$ cat config.mk
export PLATFORM = sky130hd
export DESIGN_NAME = tcce_sweep
export DESIGN_NICKNAME = d
export VERILOG_FILES = /design/src/tcce_pkg.sv /design/src/tcce_sweep.sv
export SDC_FILE = /design/constraint.sdc
export NUM_CORES = 1
export LEC_CHECK = 0
export BUFFER_PORTS_ARGS = -buffer_cell sky130_fd_sc_hd__buf_2
export CORE_UTILIZATION = 42
export DETAILED_ROUTE_END_ITERATION = 10
export PLACE_DENSITY = 0.75
export SYNTH_ARGS = -nofsm -noshare
export SYNTH_HDL_FRONTEND = slang
export SYNTH_SLANG_ARGS = --single-unit
$ cat constraint.sdc
create_clock -name clk -period 1.31 [get_ports clk]
set_input_delay 0.1965 -clock clk [delete_from_list [all_inputs] [get_ports clk]]
set_output_delay 0.1965 -clock clk [all_outputs]
set_load 0.05 [all_outputs]
$ cat src/tcce_pkg.sv
// ----------------------------------------------------------------------------
// tcce_pkg: text console character engine package
// Geometry, field widths, character codes, shared structs and helpers.
// ----------------------------------------------------------------------------
`timescale 1ns / 1ps
`default_nettype none

package tcce_pkg;

  // Screen geometry
  localparam int COLUMNS    = 80;
  localparam int ROWS       = 25;
  localparam int CELL_COUNT = COLUMNS * ROWS;
  localparam int COPY_COUNT = CELL_COUNT - COLUMNS;
  localparam int ADDR_W     = $clog2(CELL_COUNT);

  // Cursor widths: column may sit at COLUMNS (deferred wrap), row at ROWS
  localparam int COL_W     = $clog2(COLUMNS + 1);
  localparam int ROW_W     = $clog2(ROWS + 1);
  localparam int COL_EXT_W = $clog2(COLUMNS + 5);
  localparam int ROW_EXT_W = $clog2(ROWS + 2);
  localparam int POS_W     = $clog2(COLUMNS * (ROWS + 1) + 1);

  // Stream field widths
  localparam int KIND_W     = 2;
  localparam int CHAR_W     = 8;
  localparam int CADDR_W    = 11;
  localparam int CURPOS_W   = 12;
  localparam int CELL_W     = 16;
  localparam int COLOR_W    = 4;
  localparam int CFG_IDX_W  = 1;
  localparam int IN_DATA_W  = 24;
  localparam int OUT_DATA_W = 48;
  localparam int OUT_PAD_W  = OUT_DATA_W - (CURPOS_W + 1 + CADDR_W + CELL_W + 1);

  // Command kinds
  localparam logic [KIND_W-1:0] KIND_WRITE = 2'd0;
  localparam logic [KIND_W-1:0] KIND_READ  = 2'd1;
  localparam logic [KIND_W-1:0] KIND_CLEAR = 2'd2;

  // Configuration register indexes
  localparam logic [CFG_IDX_W-1:0] CFG_FOREGROUND = 1'b0;
  localparam logic [CFG_IDX_W-1:0] CFG_BACKGROUND = 1'b1;

  // Control characters
  localparam logic [CHAR_W-1:0] CH_BELL      = 8'h07;
  localparam logic [CHAR_W-1:0] CH_BACKSPACE = 8'h08;
  localparam logic [CHAR_W-1:0] CH_TAB       = 8'h09;
  localparam logic [CHAR_W-1:0] CH_NEWLINE   = 8'h0A;
  localparam logic [CHAR_W-1:0] CH_RETURN    = 8'h0D;
  localparam logic [CHAR_W-1:0] CH_SPACE     = 8'h20;
  localparam int                TAB_STEP     = 4;

  // Decoded command, latched at the input transfer
  typedef struct packed {
    logic                wr;
    logic [ADDR_W-1:0]   wr_addr;
    logic [CHAR_W-1:0]   wr_byte;
    logic                rd;
    logic                rd_ok;
    logic [ADDR_W-1:0]   rd_addr;
    logic                sweep;
    logic                scroll;
    logic                scrolled;
    logic [CURPOS_W-1:0] cursor_pos;
  } plan_t;

  // Memory request from the sweep engine
  typedef struct packed {
    logic              we;
    logic [ADDR_W-1:0] waddr;
    logic [CELL_W-1:0] wdata;
    logic [ADDR_W-1:0] raddr;
  } mem_req_t;

  typedef struct packed {
    logic busy;
    logic done;
  } sweep_stat_t;

  function automatic logic [CELL_W-1:0] make_cell(input logic [COLOR_W-1:0] bg,
                                                  input logic [COLOR_W-1:0] fg,
                                                  input logic [CHAR_W-1:0]  ch);
    return {bg, fg, ch};
  endfunction

endpackage

`default_nettype wire

$ cat src/tcce_sweep.sv
// ----------------------------------------------------------------------------
// tcce_sweep: whole-screen sweep engine
// Fills the store, or copies it up one row and blanks the bottom row.
// ----------------------------------------------------------------------------
`timescale 1ns / 1ps
`default_nettype none

module tcce_sweep import tcce_pkg::*; (
  input  logic              clk,
  input  logic              rst,
  input  logic              start,
  input  logic              scroll,
  input  logic [CELL_W-1:0] fill,
  input  logic [CELL_W-1:0] rdata,
  output mem_req_t          req,
  output sweep_stat_t       stat
);

  localparam logic [ADDR_W-1:0] LAST = ADDR_W'(CELL_COUNT - 1);
  localparam logic [ADDR_W-1:0] COPY = ADDR_W'(COPY_COUNT);

  logic              run;
  logic              wv;
  logic              mode_scroll;
  logic [ADDR_W-1:0] cnt;
  logic [ADDR_W-1:0] widx;
  logic [CELL_W-1:0] fill_q;
  logic [ADDR_W:0]   rsum;

  // read one row ahead, write in the cycle after the read
  assign rsum      = {1'b0, cnt} + (ADDR_W + 1)'(COLUMNS);
  assign req.raddr = rsum[ADDR_W-1:0];
  assign req.we    = wv;
  assign req.waddr = widx;
  assign req.wdata = (mode_scroll && (widx < COPY)) ? rdata : fill_q;
  assign stat.busy = run | wv;
  assign stat.done = wv && (widx == LAST);

  always_ff @(posedge clk) begin
    if (rst) begin
      // power-up pass writes zeros
      run         <= 1'b1;
      wv          <= 1'b0;
      mode_scroll <= 1'b0;
      fill_q      <= '0;
      cnt         <= '0;
    end else begin
      if (start) begin
        run         <= 1'b1;
        cnt         <= '0;
        mode_scroll <= scroll;
        fill_q      <= fill;
      end else if (run) begin
        cnt <= cnt + 1'b1;
        if (cnt == LAST) begin
          run <= 1'b0;
        end
      end
      wv <= run;
    end
  end

  always_ff @(posedge clk) begin
    widx <= cnt;
  end

endmodule

`default_nettype wire

---- Word level (Yosys, flattened, before mapping) ----
Cells that the tools add are included.
word-level totals
  bits in registers ....................... 41
  input port bits ......................... 36
operators by class
  reductions and logical operators ........ 3
  bitwise gates (word level) .............. 1
  equality and inequality tests ........... 2
  $lt $le $gt $ge ......................... 1
  $add $sub $neg .......................... 2
  mux-type cells .......................... 3
operators by type and width
  cell                     number
  $eq A11 B11 Y1 const B   2
  $mux W16                 1
  $add A11 B1 Y11 const B  1
  $add A11 B7 Y11 const B  1
  $lt A11 B11 Y1 const B   1
  $logic_and A1 B1 Y1      2
  $mux W1                  2
  $reduce_or A2 Y1         1
  $or A1 B1 Y1             1

---- Longest topological paths before layout ----
  depth after elaboration ................. 3
  depth in mapped cells ................... 5

---- Worst setup path before layout ----
OpenSTA, ideal clock, no wires.
  kind .................................... register to output
  from .................................... register widx[9]
  to ...................................... output stat[0] in the netlist's numbering
  setup slack ............................. -808 ps
  stages on the path, launching flop included .. 3
  arrival ................................. 1,921 ps
  cells stage by stage .................... dfxtp_1 nand4_1 nor3_1
RTL lines
  item                    line              RTL
  start, declared         tcce_sweep.sv:26  logic [ADDR_W-1:0] widx;
  start signal, assigned  tcce_sweep.sv:64  widx <= cnt;
  end, declared           tcce_sweep.sv:16  output sweep_stat_t stat

==> impl_metrics.yaml <==
status:
  outcome: "finished with violations"
  violations: "negative setup slack"
synth:
  synth_most_common_cell: "dfxtp_1"
  ys_seq_area_share_pct: 46.99
  yosys.area.top_type: "dfxtp_1"
  syn_area_per_cell_um2: 10.16
  syn_area_um2: 1747
  synth.distinct_cells: 26
  yosysWarnings: 0
  synth-edff-count: 0
  synth-seq-cells: 41
  synthFlopType: "dfxtp_1"
  syn_inst: 172
  synth.top_cells.by_count: "41 x dfxtp_1, 23 x nor2_1, 18 x mux2i_1"
  netlist_top_cells_area: "dfxtp_1 47%, mux2i_1 10%, mux2_2 10%, nor2_1 4.9%, xnor2_1 3.0%"
  synth_top_area_share_pct: 46.99
  async_reset_ff_share_pct: 0
  syn-num-nets: 212
detailed_routing:
  drc: 0
  via_count: 1628
  drtIter0Drc: 51
  wl_um: 4599
  ant_nets: 0
  wl_per_cell_um: 14.06
  via_per_inst: 4.979
  drt-pass1-iter-count: 4
sta:
  slew_violations: 0
  worst_pin_slew_ns: 0.3251
  fin_crit_sh_pct: 133.3
  finClkSkew_ns: 0.01238
  rsz0062_at_grt: "true"
  finalSetupViolCount: 28
  max_slew_margin_pct: 78.33
  fin_ws_ns: -0.4368
  hold_violations: 0
  max_freq_ghz: 0.5725
  timing.hold.ws_ns: 0.1465
  min_period_ns: 1.747
floorplanning:
  core_area_um2: 4000
  start_util_pct: 43.67
  dieArea_um2: 4421
  ios: 77
  num_rows: 23
  die_h_um: 66.49
  fp.dieW_um: 66.49
worst_setup_path:
  r2r_start: "cnt[4]$_SDFFE_PP0P_"
  startpoint_type: "flop"
  crit_end: "req[11]"
  crit_type: "reg2out"
  cpPeakStageDelay_ns: 0.36
  crit_chain: "nand4_1 -> nand2_2 -> buf_12 -> mux2_2 -> buf_6"
  required_ns: 1.11
  r2r_slack_ns: -0.11
  critPathArrivalTime_ns: 1.55
  cpLargestDelayFamily: "multiplexers"
  cp-end-kind: "primary output"
  startpoint: "widx[7]$_DFF_P_"
  worst_r2r_endpoint: "cnt[10]$_SDFFE_PP0P_"
  cp_num_cells: 5
  cp_slowest_cell: "mux2_2"
  reg2reg_depth: 6
  path_max_fanout: 16
  path_buf_inv: 2
layout:
  ff_latch_area_um2: 872.1
  num-fill-cells: 250
  diodes: 0
  area_growth_pct: 75.36
  nets: 316
  drive_gt1_share_pct: 66.06
  fin_util_pct: 76.57
  multi_input_comb_area_um2: 1101
clocking:
  htree_levels: 2
  cts_tree: "done"
  clk-insertion-delay-late_ns: 0.30
  cts_buffers: 5
  clock-root-buffer: "clkbuf_8"
  cts-hold-fix-buffers: 0
  clk_path_buf_depth: 2
  cts.sinks: 41
  clk_pin_slew_ns: 0.08
place:
  gp_congestion: 0.7354
  post-dp-hpwl_um: 3153
  buffer_ports.inserted: 76
power_and_ir_drop:
  power_density_nw_per_um2: 978.7
  p_leak_nw: 1.442
  power.switching_uw: 747.8
  comb_power_share_pct: 17.7
  power.share.clock_pct: 39.4
  p_sw_share_pct: 24.94
  ir_drop_mv: 0.9988
  seq_power_share_pct: 42.9
  p_int_mw: 2.250
worst_hold_path:
  hold_class: "in2reg"
grt:
  grt_pass1_vias: 1575
  grt_pass1_wl_um: 7003
  grt_max_degree: 20
  antenna_found_initial: 0
  grt_use_total_pct: 21.85
  gr-total-overflow: 0
run:
  cap_viol_max_count: 0
registers in the layout, indices dropped and copies added, names as in the netlist:
signal,count
fill_q,16
wv,1
mode_scroll,1
cnt,11
run,1
widx,11
routing by layer:
| layer | track usage (%) | wire (um) | vias to the layer above |
|---|---|---|---|
| met1 | 23.62 | 1845 | 773 |
| met4 | 7.979 | 50 | 0 |
| li1 | - | - | 796 |
| met3 | 6.336 | 247 | 5 |
| met2 | 39.92 | 2455 | 54 |
| met5 | 0 | 0 | - |
cells in the final DEF (no fill, tap or decap), types with 2 or more instances in the layout:
cell,n
buf_6,32
or2_2,2
bufinv_16,2
nand2_2,2
nand4_1,4
nor2_1,21
buf_8,3
dfxtp_2,5
mux2_2,6
ha_4,4
buf_4,24
dfxtp_1,24
clkbuf_8,5
buf_2,49
mux2_4,10
xnor2_1,2
or4_1,2
mux2i_1,18
dfxtp_4,12
buf_12,2
or3_1,2
o31ai_1,2
nand3_1,2
xnor2_2,2
a21oi_1,4
xnor2_4,2
o21ai_0,2
a21oi_2,3
nand2_1,6
final cells by class:
type / count / area share (%)
Clock buffer: 5 / 2.247
Clock inverter: 3 / 2.124
Inverter: 3 / 0.4902
Multi-Input combinational cell: 114 / 35.95
Sequential cell: 41 / 28.47
Tap cell: 50 / 2.042
Timing Repair Buffer: 111 / 28.68
power by group through the flow:
stage / sequential (mW) / combinational, mW / clock (mW)
floorplan: 1.33 / 0.337 / 0
global placement: 1.32 / 0.457 / 0
detailed placement: 1.32 / 0.465 / 0
CTS: 1.29 / 0.528 / 1.21
global route: 1.29 / 0.556 / 1.28
finish: 1.29 / 0.530 / 1.18
stage by stage:
| step | total power [mW] | instance area (um2) | setup WS [ns] | setup TNS, ns | instances |
|---|---|---|---|---|---|
| 2_1_floorplan | 1.666 | 1976 | -0.2518 | -3.780 | 172 |
| 3_3_place_gp | 1.779 | 2570 | -0.1352 | -2.185 | 313 |
| 3_5_place_dp | 1.789 | 2570 | -0.1698 | -2.800 | 313 |
| 4_1_cts | 3.028 | 2963 | -0.4535 | -8.415 | 325 |
| 5_1_grt | 3.126 | 3063 | -0.5195 | -10.54 | 327 |
| 6_report | 2.998 | 3063 | -0.4368 | -8.463 | 327 |
cell families (layout without fill, tap and decap cells):
group | Yosys count | after routing | synth area share, %
AND/OR/NAND/NOR | 51 | 51 | 14.54
XOR/XNOR | 8 | 8 | 4.012
AO/OA/AOI/OAI | 17 | 17 | 5.659
flip-flops | 41 | 41 | 46.99
adder cells (fa/ha/maj) | 4 | 4 | 2.865
buffers and inverters | 17 | 122 | 5.300
multiplexers | 34 | 34 | 20.63
tightest hold or removal path, cell delays in order:
cell	delay, ns
buf_2	0.07
mux2i_1	0.05
nor2_1	0.08
worst min path at each step:
stage,startpoint,endpoint,slack (ns),cells after the start
floorplan,cnt[7]$_SDFFE_PP0P_,widx[7]$_DFF_P_,0.32,0
global placement,cnt[9]$_SDFFE_PP0P_,widx[9]$_DFF_P_,0.39,0
detailed placement,cnt[9]$_SDFFE_PP0P_,widx[9]$_DFF_P_,0.38,0
CTS,fill[0],fill_q[0]$_SDFFE_PP0P_,0.13,3
global route,fill[2],fill_q[2]$_SDFFE_PP0P_,0.14,3
finish,fill[3],fill_q[3]$_SDFFE_PP0P_,0.15,3
timing repair:
action                     CTS  global route
buffers inserted             5             3
pin swaps                   16             7
resized for setup           74            22
setup endpoints to repair   31            31
No activity file was read; power rests on OpenSTA's default activity.
