$ cat src/tcce_pkg.sv
// ----------------------------------------------------------------------------
// tcce_pkg: text console character engine package
// Geometry, field widths, character codes, shared structs and helpers.
// ----------------------------------------------------------------------------
`timescale 1ns / 1ps
`default_nettype none

package tcce_pkg;

  // Screen geometry
  localparam int COLUMNS    = 80;
  localparam int ROWS       = 25;
  localparam int CELL_COUNT = COLUMNS * ROWS;
  localparam int COPY_COUNT = CELL_COUNT - COLUMNS;
  localparam int ADDR_W     = $clog2(CELL_COUNT);

  // Cursor widths: column may sit at COLUMNS (deferred wrap), row at ROWS
  localparam int COL_W     = $clog2(COLUMNS + 1);
  localparam int ROW_W     = $clog2(ROWS + 1);
  localparam int COL_EXT_W = $clog2(COLUMNS + 5);
  localparam int ROW_EXT_W = $clog2(ROWS + 2);
  localparam int POS_W     = $clog2(COLUMNS * (ROWS + 1) + 1);

  // Stream field widths
  localparam int KIND_W     = 2;
  localparam int CHAR_W     = 8;
  localparam int CADDR_W    = 11;
  localparam int CURPOS_W   = 12;
  localparam int CELL_W     = 16;
  localparam int COLOR_W    = 4;
  localparam int CFG_IDX_W  = 1;
  localparam int IN_DATA_W  = 24;
  localparam int OUT_DATA_W = 48;
  localparam int OUT_PAD_W  = OUT_DATA_W - (CURPOS_W + 1 + CADDR_W + CELL_W + 1);

  // Command kinds
  localparam logic [KIND_W-1:0] KIND_WRITE = 2'd0;
  localparam logic [KIND_W-1:0] KIND_READ  = 2'd1;
  localparam logic [KIND_W-1:0] KIND_CLEAR = 2'd2;

  // Configuration register indexes
  localparam logic [CFG_IDX_W-1:0] CFG_FOREGROUND = 1'b0;
  localparam logic [CFG_IDX_W-1:0] CFG_BACKGROUND = 1'b1;

  // Control characters
  localparam logic [CHAR_W-1:0] CH_BELL      = 8'h07;
  localparam logic [CHAR_W-1:0] CH_BACKSPACE = 8'h08;
  localparam logic [CHAR_W-1:0] CH_TAB       = 8'h09;
  localparam logic [CHAR_W-1:0] CH_NEWLINE   = 8'h0A;
  localparam logic [CHAR_W-1:0] CH_RETURN    = 8'h0D;
  localparam logic [CHAR_W-1:0] CH_SPACE     = 8'h20;
  localparam int                TAB_STEP     = 4;

  // Decoded command, latched at the input transfer
  typedef struct packed {
    logic                wr;
    logic [ADDR_W-1:0]   wr_addr;
    logic [CHAR_W-1:0]   wr_byte;
    logic                rd;
    logic                rd_ok;
    logic [ADDR_W-1:0]   rd_addr;
    logic                sweep;
    logic                scroll;
    logic                scrolled;
    logic [CURPOS_W-1:0] cursor_pos;
  } plan_t;

  // Memory request from the sweep engine
  typedef struct packed {
    logic              we;
    logic [ADDR_W-1:0] waddr;
    logic [CELL_W-1:0] wdata;
    logic [ADDR_W-1:0] raddr;
  } mem_req_t;

  typedef struct packed {
    logic busy;
    logic done;
  } sweep_stat_t;

  function automatic logic [CELL_W-1:0] make_cell(input logic [COLOR_W-1:0] bg,
                                                  input logic [COLOR_W-1:0] fg,
                                                  input logic [CHAR_W-1:0]  ch);
    return {bg, fg, ch};
  endfunction

endpackage

`default_nettype wire

$ cat src/tcce_plan.sv
// ----------------------------------------------------------------------------
// tcce_plan: cursor registers and command decode
// Works out the cursor move, the cell write and any sweep for one command.
// ----------------------------------------------------------------------------
`timescale 1ns / 1ps
`default_nettype none

module tcce_plan import tcce_pkg::*; (
  input  logic               clk,
  input  logic               rst,
  input  logic               commit,
  input  logic [KIND_W-1:0]  kind,
  input  logic [CHAR_W-1:0]  char_code,
  input  logic [CADDR_W-1:0] cell_address,
  output plan_t              plan
);

  logic [COL_W-1:0]     col;
  logic [ROW_W-1:0]     row;
  logic [COL_EXT_W-1:0] col_x, col_next, wcol;
  logic [ROW_EXT_W-1:0] row_x, row_next, wrow;
  logic [POS_W-1:0]     pos;

  always_comb begin
    col_x    = COL_EXT_W'(col);
    row_x    = ROW_EXT_W'(row);
    col_next = col_x;
    row_next = row_x;
    wcol     = col_x;
    wrow     = row_x;
    plan          = '0;
    plan.wr_byte  = char_code;
    plan.rd_addr  = ADDR_W'(cell_address);
    plan.rd_ok    = 32'(cell_address) < CELL_COUNT;

    unique case (kind)
      KIND_WRITE: begin
        unique case (char_code)
          CH_NEWLINE: begin
            col_next = '0;
            row_next = row_x + 1'b1;
            if (row_next >= ROW_EXT_W'(ROWS)) begin
              plan.sweep    = 1'b1;
              plan.scroll   = 1'b1;
              plan.scrolled = 1'b1;
              row_next      = ROW_EXT_W'(ROWS - 1);
            end
          end
          CH_TAB: begin
            col_next = col_x + COL_EXT_W'(TAB_STEP);
            if (col_next >= COL_EXT_W'(COLUMNS)) begin
              col_next = '0;
              if (row_x < ROW_EXT_W'(ROWS)) begin
                row_next = row_x + 1'b1;
              end
            end
          end
          CH_RETURN: begin
            col_next = '0;
          end
          CH_BACKSPACE: begin
            if (col_x != '0) begin
              col_next = col_x - 1'b1;
              wcol     = col_next;
              // pending row below the screen: move only
              if (row_x < ROW_EXT_W'(ROWS)) begin
                plan.wr      = 1'b1;
                plan.wr_byte = CH_SPACE;
              end
            end
          end
          CH_BELL: begin
          end
          default: begin
            // deferred wrap, then scroll if past the bottom
            if (col_x >= COL_EXT_W'(COLUMNS)) begin
              wcol = '0;
              wrow = row_x + 1'b1;
            end
            if (wrow >= ROW_EXT_W'(ROWS)) begin
              plan.sweep    = 1'b1;
              plan.scroll   = 1'b1;
              plan.scrolled = 1'b1;
              wcol          = '0;
              wrow          = ROW_EXT_W'(ROWS - 1);
            end
            plan.wr  = 1'b1;
            col_next = wcol + 1'b1;
            row_next = wrow;
          end
        endcase
      end
      KIND_READ: begin
        plan.rd = 1'b1;
      end
      KIND_CLEAR: begin
        plan.sweep    = 1'b1;
        plan.scrolled = 1'b1;
        col_next      = '0;
        row_next      = '0;
      end
      default: begin
      end
    endcase

    plan.wr_addr    = ADDR_W'(wcol) + ADDR_W'(wrow) * ADDR_W'(COLUMNS);
    pos             = POS_W'(col_next) + POS_W'(row_next) * POS_W'(COLUMNS);
    plan.cursor_pos = CURPOS_W'(pos);
  end

  always_ff @(posedge clk) begin
    if (rst) begin
      col <= '0;
      row <= '0;
    end else if (commit) begin
      col <= COL_W'(col_next);
      row <= ROW_W'(row_next);
    end
  end

endmodule

`default_nettype wire

$ cat config.mk
export PLATFORM = sky130hd
export DESIGN_NAME = tcce_plan
export DESIGN_NICKNAME = d
export VERILOG_FILES = /design/src/tcce_pkg.sv /design/src/tcce_plan.sv
export SDC_FILE = /design/constraint.sdc
export NUM_CORES = 1
export LEC_CHECK = 0
export ABC_AREA = 0
export BUFFER_PORTS_ARGS = -buffer_cell sky130_fd_sc_hd__buf_2
export CORE_MARGIN = 8
export CORE_UTILIZATION = 35
export CTS_CLUSTER_DIAMETER = 100
export CTS_CLUSTER_SIZE = 28
export DETAILED_ROUTE_END_ITERATION = 8
export HOLD_SLACK_MARGIN = 0.1
export PLACE_DENSITY = 0.68
export SLEW_MARGIN = 10
export SYNTH_ARGS = -nofsm -noshare
export SYNTH_HDL_FRONTEND = slang
export SYNTH_SLANG_ARGS = --single-unit
$ cat constraint.sdc
create_clock -name clk -period 10.65 [get_ports clk]
set_input_delay 2.13 -clock clk [delete_from_list [all_inputs] [get_ports clk]]
set_output_delay 2.13 -clock clk [all_outputs]
set_load 0.05 [all_outputs]
## After elaboration in Yosys (flattened, before gate mapping)

Index checks and enable logic that the tools add are counted.

| cells by class | value |
|---|---|
| muxes and demuxes | 36 |
| reductions and logical operators | 7 |
| multipliers | 2 |
| equal/unequal tests | 7 |
| $add $sub $neg | 6 |
| magnitude comparators | 6 |

Operators by type and width:

| operator | count |
|---|---|
| 7-bit two-way mux | 7 |
| 5-bit two-way mux | 9 |
| 8-bit by 4-bit == test with 1-bit output, second input constant | 4 |
| 8-bit two-way mux | 4 |
| 7-bit one-hot mux with 2 select lines | 2 |
| 7-bit one-hot mux with 4 select lines | 1 |
| 5-bit one-hot mux with 3 select lines | 1 |
| 7-bit >= comparator, second input constant | 2 |
| 7-bit by 12-bit adder with 12-bit output | 1 |
| 7-bit by 11-bit adder with 11-bit output | 1 |
| 11-bit < comparator, second input constant | 1 |
| 5-bit >= comparator, second input constant | 2 |
| 5-bit one-hot mux with 2 select lines | 1 |
| 8-bit by 3-bit == test with 1-bit output, second input constant | 1 |
| 5-bit by 3-bit multiplier with 8-bit output, second input constant | 1 |
| 4-bit OR reduction | 2 |
| 7-bit by 1-bit adder with 7-bit output, second input constant | 1 |
| 7-bit by 3-bit adder with 7-bit output, second input constant | 1 |
| 5-bit by 3-bit multiplier with 7-bit output, second input constant | 1 |
| 7-bit nonzero test | 1 |
| 7-bit by 1-bit subtractor with 7-bit output, second input constant | 1 |
| 3-bit two-way mux | 2 |
| 1-bit one-hot mux with 2 select lines | 3 |
| 3-bit one-hot mux with 2 select lines | 1 |
| other kinds (9) | 13 |

| word-level totals | value |
|---|---|
| output and inout bits | 48 |
| bits of input ports | 24 |
| flip-flop bits (word level) | 12 |
| word-level logic and storage cells | 66 |

## Logic depth before layout (Yosys ltp)

Gate-level depths: netlist (run 1).

| depth | value |
|---|---|
| depth after elaboration | 12 |
| mapped depth | 19 |
| gate-level depth less buffers | 18 |

## Least setup slack after synthesis (run 1)

No wires, ideal clock.

| timing | value |
|---|---|
| kind | input -> output |
| from | in char_code[4] |
| to | out plan[11] (netlist bit) |
| setup slack | 0.915 ns |
| buffers on the path | 1 |
| data arrival time | 7.605 ns |
| required time | 8.520 ns |
| stages on the path | 14 |
| cell sequence | or4_1 -> clkbuf_1 -> or4_1 -> a2bb2oi_1 -> a21boi_1 -> or4_1 -> nand3_1 -> ha_1 -> ha_1 -> inv_1 -> fa_1 -> or3b_2 -> or3_1 -> o311ai_0 |

RTL lines:

| element | line | source |
|---|---|---|
| start: declaration | tcce_plan.sv:13 | `input logic [CHAR_W-1:0] char_code,` |
| end: declaration | tcce_plan.sv:15 | `output plan_t plan` |

==> results of run 1 <==
-- cells in the mapped netlist, drive strengths merged (4+ instances only) --
master | n | area [um2]
o31ai | 6 | 45.0
nor2b | 6 | 37.5
a31oi | 12 | 75.1
o21ai | 27 | 135
or4 | 5 | 37.5
a311oi | 6 | 52.6
ha | 23 | 288
a21o | 7 | 52.6
xor2 | 7 | 61.3
buf | 16 | 120
nand2b | 11 | 68.8
a221oi | 4 | 35.0
nor4 | 5 | 37.5
nand2 | 27 | 101
nor3 | 12 | 60.1
dfxtp | 12 | 240
or2 | 5 | 31.3
a21boi | 5 | 37.5
inv | 23 | 86.3
and3 | 5 | 31.3
o32ai | 4 | 35.0
a211oi | 4 | 30.0
nor2 | 34 | 128
nand3 | 18 | 90.1
a22o | 5 | 43.8
a21oi | 23 | 115
fa | 4 | 80.1
xnor2 | 18 | 158
clkbuf | 32 | 120
or3 | 5 | 31.3
-- cells in the final DEF (no fill, tap or decap), types with 4 or more instances in the layout --
cell type / synthesis / final
nand3_1: 18 / 18
a21boi_0: 4 / 4
nor4_1: 4 / 4
a21o_1: 7 / 7
fa_1: 4 / 4
nand2_1: 27 / 27
o32ai_1: 4 / 4
nor3_1: 12 / 12
nor2b_1: 6 / 6
a211oi_1: 4 / 4
o31ai_1: 6 / 6
or2_2: 5 / 5
a22o_1: 5 / 5
dfxtp_1: 12 / 12
buf_2: 0 / 63
ha_1: 23 / 23
o21ai_0: 24 / 24
or4_1: 5 / 5
xnor2_1: 18 / 18
a221oi_1: 4 / 4
a311oi_1: 6 / 6
inv_1: 23 / 23
or3_1: 5 / 5
xor2_1: 7 / 7
a21oi_1: 23 / 23
nand2b_1: 11 / 11
and3_1: 5 / 5
a31oi_1: 12 / 12
nor2_1: 34 / 34
-- cells by family after synthesis --
kind of cell,count (synthesis),share of synthesized area (%)
flip-flops,12,8.08
AND/OR/NAND/NOR,156,28.5
multiplexers,2,0.673
AO/OA/AOI/OAI,137,31.7
adder cells (fa/ha/maj),28,12.7
buffers and inverters,71,11.0
XOR/XNOR,25,7.36
-- worst min-delay path, cell delays in order, from the launching register on --
cell,delay (ns)
dfxtp_1,0.37
o21ai_0,0.14
a21oi_1,0.08
-- how the worst min path moves through the flow --
stage / slack [ns] / start / end
2_1_floorplan: 0.53 / col[1] / col[1]
3_3_place_gp: 0.61 / col[1] / col[1]
3_5_place_dp: 0.63 / col[1] / col[1]
4_1_cts: 0.64 / col[1] / col[1]
5_1_grt: 0.66 / col[1] / col[1]
6_report: 0.64 / col[1] / col[1]
-- layer usage --
metal	up-vias	share of wire (%)
met5	-	0
met4	0	2.6
met3	30	7.9
met2	219	44
met1	1635	46
li1	1622	-
-- where the power goes --
part	leakage, nW	internal [mW]	switching [mW]	total, mW
clock network	0.0216	0.0251	0.0201	0.0451
logic	1.24	0.0262	0.0675	0.0937
registers	0.0978	0.0463	0.00460	0.0509
total	1.36	0.0976	0.0922	0.190
-- per-stage QoR --
| stage | hold WS (ns) | std cells | power [mW] | setup WS [ns] |
|---|---|---|---|---|
| 3_3_place_gp | 0.613 | 553 | 0.144 | 1.62 |
| 4_1_cts | 0.640 | 556 | 0.190 | 1.50 |
| 6_report | 0.643 | 556 | 0.190 | 1.46 |
| 2_1_floorplan | 0.530 | 431 | 0.127 | 0.915 |
| 5_1_grt | 0.662 | 556 | 0.200 | 1.21 |
| 3_5_place_dp | 0.625 | 553 | 0.144 | 1.53 |
-- cell type report --
class | instances | area [um2] | share of cell area (%)
tap | 105 | 131 | 4.06
timing repair buffer | 65 | 330 | 10.2
sequential | 12 | 240 | 7.42
clock buffer | 3 | 41.3 | 1.28
inverter | 23 | 86.3 | 2.67
multi-input combinational | 348 | 2410 | 74.4
-- state kept, by name, summed over array words and instances (netlist names) --
| register | count |
|---|---|
| col | 7 |
| row | 5 |
==> key figures, run 1 <==
Status
  • Run status: finished clean

Floorplanning
  • I/O pin cnt: 72
  • Die height: 108 um
  • Core region area: 8220 um2
  • Initial Util: 36.2%
  • Die X: 108 um
  • Core Rows: 33
  • DIE AREA: 11700 um2

Cells and area
  • N_diodes: 0
  • P&R area growth vs syn: 8.83%
  • Fin util: 39.4%
  • Design Area, Final: 3240 um2
  • Layout Nets: between 500 and 600
  • Fill count: 884
  • Share of layout cells above drive strength 1: between 10% and 20%

Drt
  • WL final: around 11000 um
  • Routed Antenna Nets: 0
  • 1st-iter DRT viols: ~340
  • Via-per-instance ratio: 6.31
  • Via count: between 3000 and 4000
  • TritonRoute pass-1 iters: 5
  • DRC: 0
  • Routed wire per std cell: 19.1 um

Logic synthesis
  • Mapped Avg Cell Area: around 6.9 um2
  • Async SR Flop Fraction: 0%
  • Synth cell types: 66
  • Yosys warns: 0
  • Cell Area, Synth: 2970 um2
  • Register area share after synthesis: ~8%
  • Register bit count reported by yosys: 12
  • Post-synth EDFFs: 0
  • Syn Nets: approximately 480
  • Most used flip-flop cell after synthesis: dfxtp_1
  • Synthesized instance count: 431

Global route
  • Met3 Use GR: between 2 and 2.5%
  • First-pass GRT wire length: 17000 um
  • GRT busiest layer: met2
  • Met2 usage: between 20 and 30%
  • Initial antenna violation count: 0
  • Global route overflow: 0
  • Met1 Resource Use GR: between 20% and 30%
  • Vias in the first global route: 3227
  • Pin count of the biggest net entering global routing: 19
  • GRT Resource Usage Total: 17.8%

Clocking
  • CTS Buffer Depth: 2
  • CTS tree: built
  • CTS clock-pin slew for the worst setup and hold paths: 0.06 ns
  • Post CTS Setup Buffer Count: 0
  • H-tree levels: 1
  • Clock Root Buffer: clkbuf_8
  • Hold buffers post-CTS: 0
  • PostCTS Resize Cnt: 0
  • CTS Buf Count: 3
  • Clock sink total: 12
  • Clk_lat worst skew: between 0.2 and 0.3 ns

Setup path
  • R2R cell count: 10
  • Max incr delay on CP: slightly above 0.8 ns
  • WP data required: between 8 and 9 ns
  • R2R Path Start: col[5]
  • Reg-to-reg slack, setup: 7.49 ns
  • WS Path Type: in -> out
  • Critical path startpoint: char_code[4]
  • Cell Chain, Critical Path: buf_2 > or4_1 > nor2_1 > o31ai_1 > a22o_1 > or2_2 > ha_1 > ha_1 > inv_1 > fa_1 > or3b_2 > or3_1 > o311ai_0 > buf_2
  • Arrival @ worst endpoint: 7.06 ns
  • Worst path depth: 14
  • CP max stage cell: or4_1
  • Worst setup SP type: input pin
  • Delay-heaviest family, CP: simple AND/OR/NAND/NOR gates
  • Crit path buffers/inverters: 3
  • Crit path to: plan[11]
  • Worst setup EP type: output port
  • Critical Path Fanout Max: 15
  • FF-to-FF End: col[4]

Job
  • # Max-Cap Violations: 0

Placed design
  • Post-DP HPWL: roughly 8200 um
  • PortBufs: 63
  • Routability cong.: 0.944
  • DP Area: 3200 um2

Timing
  • Crit path time final: between 9 and 10 ns
  • Slew @ Worst Pin: roughly 1.1 ns
  • TNS Setup: 0 ns
  • Final setup fails: 0
  • F_max: 109 MHz
  • Setup Skew: between 0.002 and 0.0025 ns
  • Final hold violation count: 0
  • RSZ-0062 raised after global routing: false
  • Pins over their slew limit: 0
  • Rel. slew slack: a little under a quarter
  • Ratio of final minimum period to clock period: 86.2%

Worst hold path
  • Worst Hold Depth: 2
  • Hold Path Class: reg -> reg

Power
  • Power Dens Cells: about 59 nW/um2
  • Pleak: 1.36 nW
  • VDD IR max: 0.0000235 V
Note: power is estimated with default switching activity, not from simulation.
==> inputs of run 2 (changes only) <==
--- a/config.mk
+++ b/config.mk
@@ -5,7 +5,7 @@
 export SDC_FILE = /design/constraint.sdc
 export NUM_CORES = 1
 export LEC_CHECK = 0
-export ABC_AREA = 0
+export ABC_AREA = 1
 export BUFFER_PORTS_ARGS = -buffer_cell sky130_fd_sc_hd__buf_2
 export CORE_MARGIN = 8
 export CORE_UTILIZATION = 35
==> key figures, run 2 <==
Worst hold path
  • Destination of the worst hold path: row[3]
  • Worst Hold Depth: 4
  • Hold Path Class: reg -> reg
  • Hold path start: row[3]

Power
  • Power Dens Cells: 84.1 nW/um2
  • VDD IR max: roughly 0.000055 V
  • Pleak: 1.82 nW

Setup path
  • WP data required: 8.52 ns
  • WS Path Type: in -> out
  • R2R cell count: 18
  • Max incr delay on CP: 0.39 ns
  • Arrival @ worst endpoint: around 5.6 ns
  • Critical path startpoint: char_code[7]
  • Worst setup EP type: output port
  • R2R Path Start: row[0]
  • Worst setup SP type: input pin
  • Most used cell, CP: nand2_1
  • Cell Chain, Critical Path: buf_2 > nor2_2 > nand3_4 > inv_2 > nand2_2 > nand2_2 > nor2_4 > nand2_4 > inv_4 > nor2_2 > nand2_1 > nand2_1 > ha_1 > ha_1 > inv_1 > fa_1 > xnor2_1 > inv_1 > nor4_1 > nand3_1 > nand2_1 > buf_2
  • Critical Path Fanout Max: 12
  • CP max stage cell: fa_1
  • Reg-to-reg slack, setup: 7.90 ns
  • FF-to-FF End: col[6]

Placed design
  • Post-DP HPWL: 7470 um
  • Cells after DPL: 634
  • PortBufs: 63
  • Routability cong.: 0.931

Drt
  • Routed wire per std cell: about 14 um
  • WL final: 8970 um
  • Routed Antenna Nets: 0
  • TritonRoute pass-1 iters: 5
  • 1st-iter DRT viols: 307
  • DRC: 0
  • Via count: between 3000 and 4000
  • Via-per-instance ratio: roughly 5.3

Timing
  • Pins over their slew limit: 0
  • Ratio of final minimum period to clock period: 72.9%
  • Final setup fails: 0
  • F_max: 129 MHz
  • RSZ-0062 raised after global routing: false
  • Setup Skew: 0.00222 ns
  • Slew @ Worst Pin: 0.495 ns
  • TNS Setup: 0 ns
  • Final hold violation count: 0
  • Crit path time final: between 7 and 8 ns
  • Rel. slew slack: 66.7%

Clocking
  • Hold buffers post-CTS: 0
  • PostCTS Resize Cnt: 0
  • CTS Buffer Depth: 2
  • Clk_lat worst skew: 0.24 ns
  • CTS Buf Count: 3
  • Post CTS Setup Buffer Count: 0
  • Clock sink total: 12
  • CTS clock-pin slew for the worst setup and hold paths: 0.05 ns
  • H-tree levels: 1
  • Clock Root Buffer: clkbuf_8
  • CTS tree: built

Logic synthesis
  • Post-synth EDFFs: 0
  • Compound-cell area share of the yosys netlist: 14.8%
  • Most common library cells after synthesis: nand2_1, inv_1, nand3_1, nor2_1, ha_1
  • Largest family of logic cells by synthesized area: simple AND/OR/NAND/NOR gates
  • Count leader, synth: nand2_1
  • Xor-xnor portion of the synthesized cell area: 5.25%
  • Synth top area share: roughly 16%
  • Most used flip-flop cell after synthesis: dfxtp_1
  • Register bit count reported by yosys: 12
  • Async SR Flop Fraction: 0%
  • Synth area leader: nand2_1
  • Mapped Avg Cell Area: around 6 um2
  • Synth cell types: 48
  • Syn Nets: 548
  • Yosys warns: 0
  • Cell Area, Synth: 3000 um2
  • Register area share after synthesis: 8.00%
  • Post-synthesis mux area share: 0%
  • Synth top area cells: nand2_1, ha_1, inv_1, dfxtp_1, nand3_1
  • Synth Area in Adders: 12.2%
  • Synthesized instance count: 497
  • Post-Synth Simple-Gate Area: 41.6%

Global route
  • Pin count of the biggest net entering global routing: 19
  • Initial antenna violation count: 0
  • GRT Resource Usage Total: 15.1%
  • First-pass GRT wire length: 14800 um
  • Vias in the first global route: between 3000 and 4000
  • Global route overflow: 0

Floorplanning
  • I/O pin cnt: 72
  • Core Rows: 34
  • Die X: between 100 and 150 um
  • Core region area: 8510 um2
  • DIE AREA: 11800 um2
  • Initial Util: 35.3%
  • Die height: around 110 um

Cells and area
  • Commonest non-fill, non-tap cell in the layout: nand2_1
  • Non-filler cells, final: about 640
  • Commonest non-fill, non-tap cells in the layout: nand2_1, inv_1, buf_2
  • P&R area growth vs syn: 8.91%
  • Max FFs per register: 7
  • Top flop regs: col x7, row x5
  • Reg area: 240 um2
  • Layout Nets: 582
  • Fill count: 944
  • Share of layout cells above drive strength 1: 22.7%
  • Most flops, register: col
  • Area of the multi-input gates: roughly 2200 um2
  • N_diodes: 0

Job
  • # Max-Cap Violations: 0

Status
  • Run status: finished clean
-- run 2: changes by cell type in the layout (fill, tap and decap cells not counted), sizes merged, moves of 6 or more --
cell,delta
nand2b,-11
a21o,-7
nor2b,-6
nor2,+7
a311oi,-6
nand3,+31
xnor2,-11
nand4,+7
o31ai,-6
inv,+56
nand2,+111
a31oi,-7
-- run 2: cell type report --
type                       instances  area share (%)
clock buffer                       3            1.26
multi-input combinational        370            67.8
inverter                          80            9.56
timing repair buffer              64            9.87
tap                              108            4.13
sequential                        12            7.34
-- run 2: critical path, delay by kind of cell --
family | cells | cell delay (ns)
simple gates | 12 | 1.82
fa+ha+maj | 3 | 0.73
buf+inv | 6 | 0.69
xor+xnor | 1 | 0.25
-- run 2: metal layers --
metal	vias up	GRT usage, %	wire length (um)	share of wire (%)
met5	-	0	0	0
met4	0	3.52	135	1.5
met3	15	2.07	785	8.8
met2	149	24.9	4000	45
met1	1532	20.3	4040	45
li1	1659	-	-	-
-- run 2: kinds of logic after synthesis --
group	after synthesis
and+or+nand+nor	252
buffers and inverters	115
AOI/OAI and AO/OA	73
adders and majority gates	27
xor gates and xnor gates	18
DFF	12
-- run 2: worst max path at each step --
| stage | cells past startpoint | endpoint | slack, ns |
|---|---|---|---|
| global placement | 20 | plan[46] | 3.08 |
| floorplan | 16 | plan[45] | 3.31 |
| global route | 23 | plan[11] | 2.43 |
| finish | 22 | plan[11] | 2.89 |
| CTS | 23 | plan[11] | 2.92 |
| detailed placement | 23 | plan[11] | 2.92 |
-- run 2: where the power goes --
group	switching, mW	internal (mW)	total [mW]
sequential	0.00751	0.0479	0.0554
clock	0.0169	0.0250	0.0418
combinational	0.131	0.0465	0.178
total	0.156	0.119	0.275
-- run 2: stage by stage --
| step | area [um2] | utilization (%) | total power [mW] | hold slack [ns] | setup WS (ns) |
|---|---|---|---|---|---|
| final | 3270 | 38.5 | 0.275 | 0.722 | 2.89 |
| after global routing | 3270 | 38.5 | 0.295 | 0.765 | 2.43 |
| after CTS | 3270 | 38.5 | 0.276 | 0.712 | 2.92 |
| after detailed placement | 3230 | 38.0 | 0.234 | 0.703 | 2.92 |
| after global placement | 3230 | 38.0 | 0.232 | 0.697 | 3.08 |
| after floorplan | 3000 | - | 0.204 | 0.607 | 3.31 |
==> inputs of run 3 (changes only) <==
--- a/config.mk
+++ b/config.mk
@@ -13,7 +13,7 @@
 export CTS_CLUSTER_SIZE = 28
 export DETAILED_ROUTE_END_ITERATION = 8
 export HOLD_SLACK_MARGIN = 0.1
-export PLACE_DENSITY = 0.68
+export PLACE_DENSITY = 0.7
 export SLEW_MARGIN = 10
 export SYNTH_ARGS = -nofsm -noshare
 export SYNTH_HDL_FRONTEND = slang
==> constraint.sdc (replaced) <==
create_clock -name clk -period 6.61 [get_ports clk]
set_input_delay 1.322 -clock clk [delete_from_list [all_inputs] [get_ports clk]]
set_output_delay 1.322 -clock clk [all_outputs]
set_load 0.05 [all_outputs]
==> key figures, run 3 (same netlist as run 2, synthesis figures left out) <==
Clocking
  • Clock sink total: 12
  • Post CTS Setup Buffer Count: 0
  • Hold buffers post-CTS: 0
  • CTS tree: built
  • H-tree levels: 1
  • PostCTS Resize Cnt: 0
  • CTS Buffer Depth: 2
  • CTS Buf Count: 3
  • CTS clock-pin slew for the worst setup and hold paths: roughly 0.05 ns
  • Clock Root Buffer: clkbuf_8
  • Clk_lat worst skew: 0.24 ns

Setup path
  • Arrival @ worst endpoint: 4.80 ns
  • CP max stage cell: fa_1
  • WP data required: 5.29 ns
  • Worst setup SP type: input pin
  • Crit path buffers/inverters: 5
  • Critical Path Fanout Max: 12
  • Worst setup EP type: output port
  • WS Path Type: in -> out
  • Cell Chain, Critical Path: buf_2 > inv_1 > nand3_4 > inv_2 > nand2_2 > nand2_2 > nor2_4 > nand2_4 > nor2_4 > nand4_2 > o21ai_0 > ha_1 > ha_1 > fa_1 > xor2_1 > nand3_1 > xor2_1 > xnor2_1 > inv_1 > buf_2
  • Reg-to-reg slack, setup: ~3.8 ns
  • Max incr delay on CP: 0.38 ns
  • Delay-heaviest family, CP: simple AND/OR/NAND/NOR gates

Floorplanning
  • I/O pin cnt: between 70 and 80
  • Die X: ~110 um
  • Core Rows: 34
  • Die height: 109 um
  • DIE AREA: 11800 um2
  • Core region area: approximately 8500 um2
  • Initial Util: 35.3%

Job
  • # Max-Cap Violations: 0

Cells and area
  • Commonest non-fill, non-tap cell in the layout: nand2_1
  • Design Area, Final: approximately 3300 um2
  • Layout Nets: ~580
  • Max FFs per register: 7
  • N_diodes: 0
  • P&R area growth vs syn: 9.37%
  • Most flops, register: col
  • Top flop regs: col x7, row x5
  • Commonest non-fill, non-tap cells in the layout: nand2_1, inv_1, buf_2
  • Share of layout cells above drive strength 1: 22.8%

Status
  • Run status: finished clean

Drt
  • WL final: approximately 8800 um
  • Via count: between 3000 and 4000
  • Routed Antenna Nets: 0
  • TritonRoute pass-1 iters: 5
  • Via-per-instance ratio: 5.17
  • DRC: 0
  • 1st-iter DRT viols: 285
  • Routed wire per std cell: 13.8 um

Timing
  • Final setup fails: 0
  • F_max: 163 MHz
  • Slew @ Worst Pin: between 0.5 and 0.6 ns
  • Fin Hold WS: a little under 0.7 ns
  • Ratio of final minimum period to clock period: 92.7%
  • RSZ-0062 raised after global routing: false
  • Pins over their slew limit: 0
  • Final hold violation count: 0
  • TNS Setup: 0 ns
  • Setup Skew: 0.00371 ns
  • Crit path time final: 6.13 ns
  • Rel. slew slack: a little under two thirds

Worst hold path
  • Hold Path Class: reg -> reg

Global route
  • Global route overflow: 0
  • Vias in the first global route: roughly 3200
  • Initial antenna violation count: 0
  • First-pass GRT wire length: 14800 um
  • Pin count of the biggest net entering global routing: 18
  • GRT Resource Usage Total: ~15%

Placed design
  • DP Area: around 3200 um2
  • PortBufs: 63
  • Post-DP HPWL: 7490 um
  • Routability cong.: approximately 0.96

Power
  • VDD IR max: 0.0000739 V
  • Power Dens Cells: 138 nW/um2
  • Pleak: 1.82 nW
[run 3: cell count changes in the layout (fill, tap and decap cells not counted), sizes merged]
cell	change
clkbuf	+1
[run 3: path summary, 6_finish.rpt]
check               startpoint        to  depth (start not counted)
hold reg to reg         row[3]    row[3]                          4
setup / recovery  char_code[5]  plan[46]                         20
setup reg to reg        row[0]    col[6]                         18
hold / removal          row[3]    row[3]                          4
[run 3: layer usage]
layer / GRT usage, % / share of wire, % / vias up
met5: 0 / 0 / -
met4: 4.89 / 1.8 / 0
met3: 3.07 / 10 / 15
met2: 25.0 / 44 / 150
met1: 19.3 / 44 / 1469
li1: - / - / 1665
[run 3: area by class of cell]
cell class / count / area [um2]
multi-input combinational: 370 / 2220
tap: 108 / 135
inverter: 80 / 313
clock buffer: 4 / 55.1
fill: 915 / 5220
timing repair buffer: 64 / 323
sequential: 12 / 240
[run 3: per-stage QoR]
stage	worst slack [ns]	utilization [%]	cells	power (mW)
final	0.483	38.6	638	0.455
after detailed placement	0.498	38.0	634	0.376
after global placement	0.585	38.0	634	0.374
after CTS	0.503	38.6	638	0.458
after global routing	0.210	38.6	638	0.486
after floorplan	0.890	-	497	0.328
[run 3: worst reg2reg max path, delay by kind of cell (launching register included)]
family / cells / cell delay [ns]
AND/OR/NAND/NOR: 13 / 1.32
adder cells (fa/ha/maj): 2 / 0.60
flip-flops: 1 / 0.55
buffers and inverters: 3 / 0.30
[run 3: power by group]
group / total, mW / internal (mW) / switching, mW
sequential: 0.0892 / 0.0772 / 0.0120
clock: 0.0813 / 0.0527 / 0.0286
combinational: 0.284 / 0.0746 / 0.210
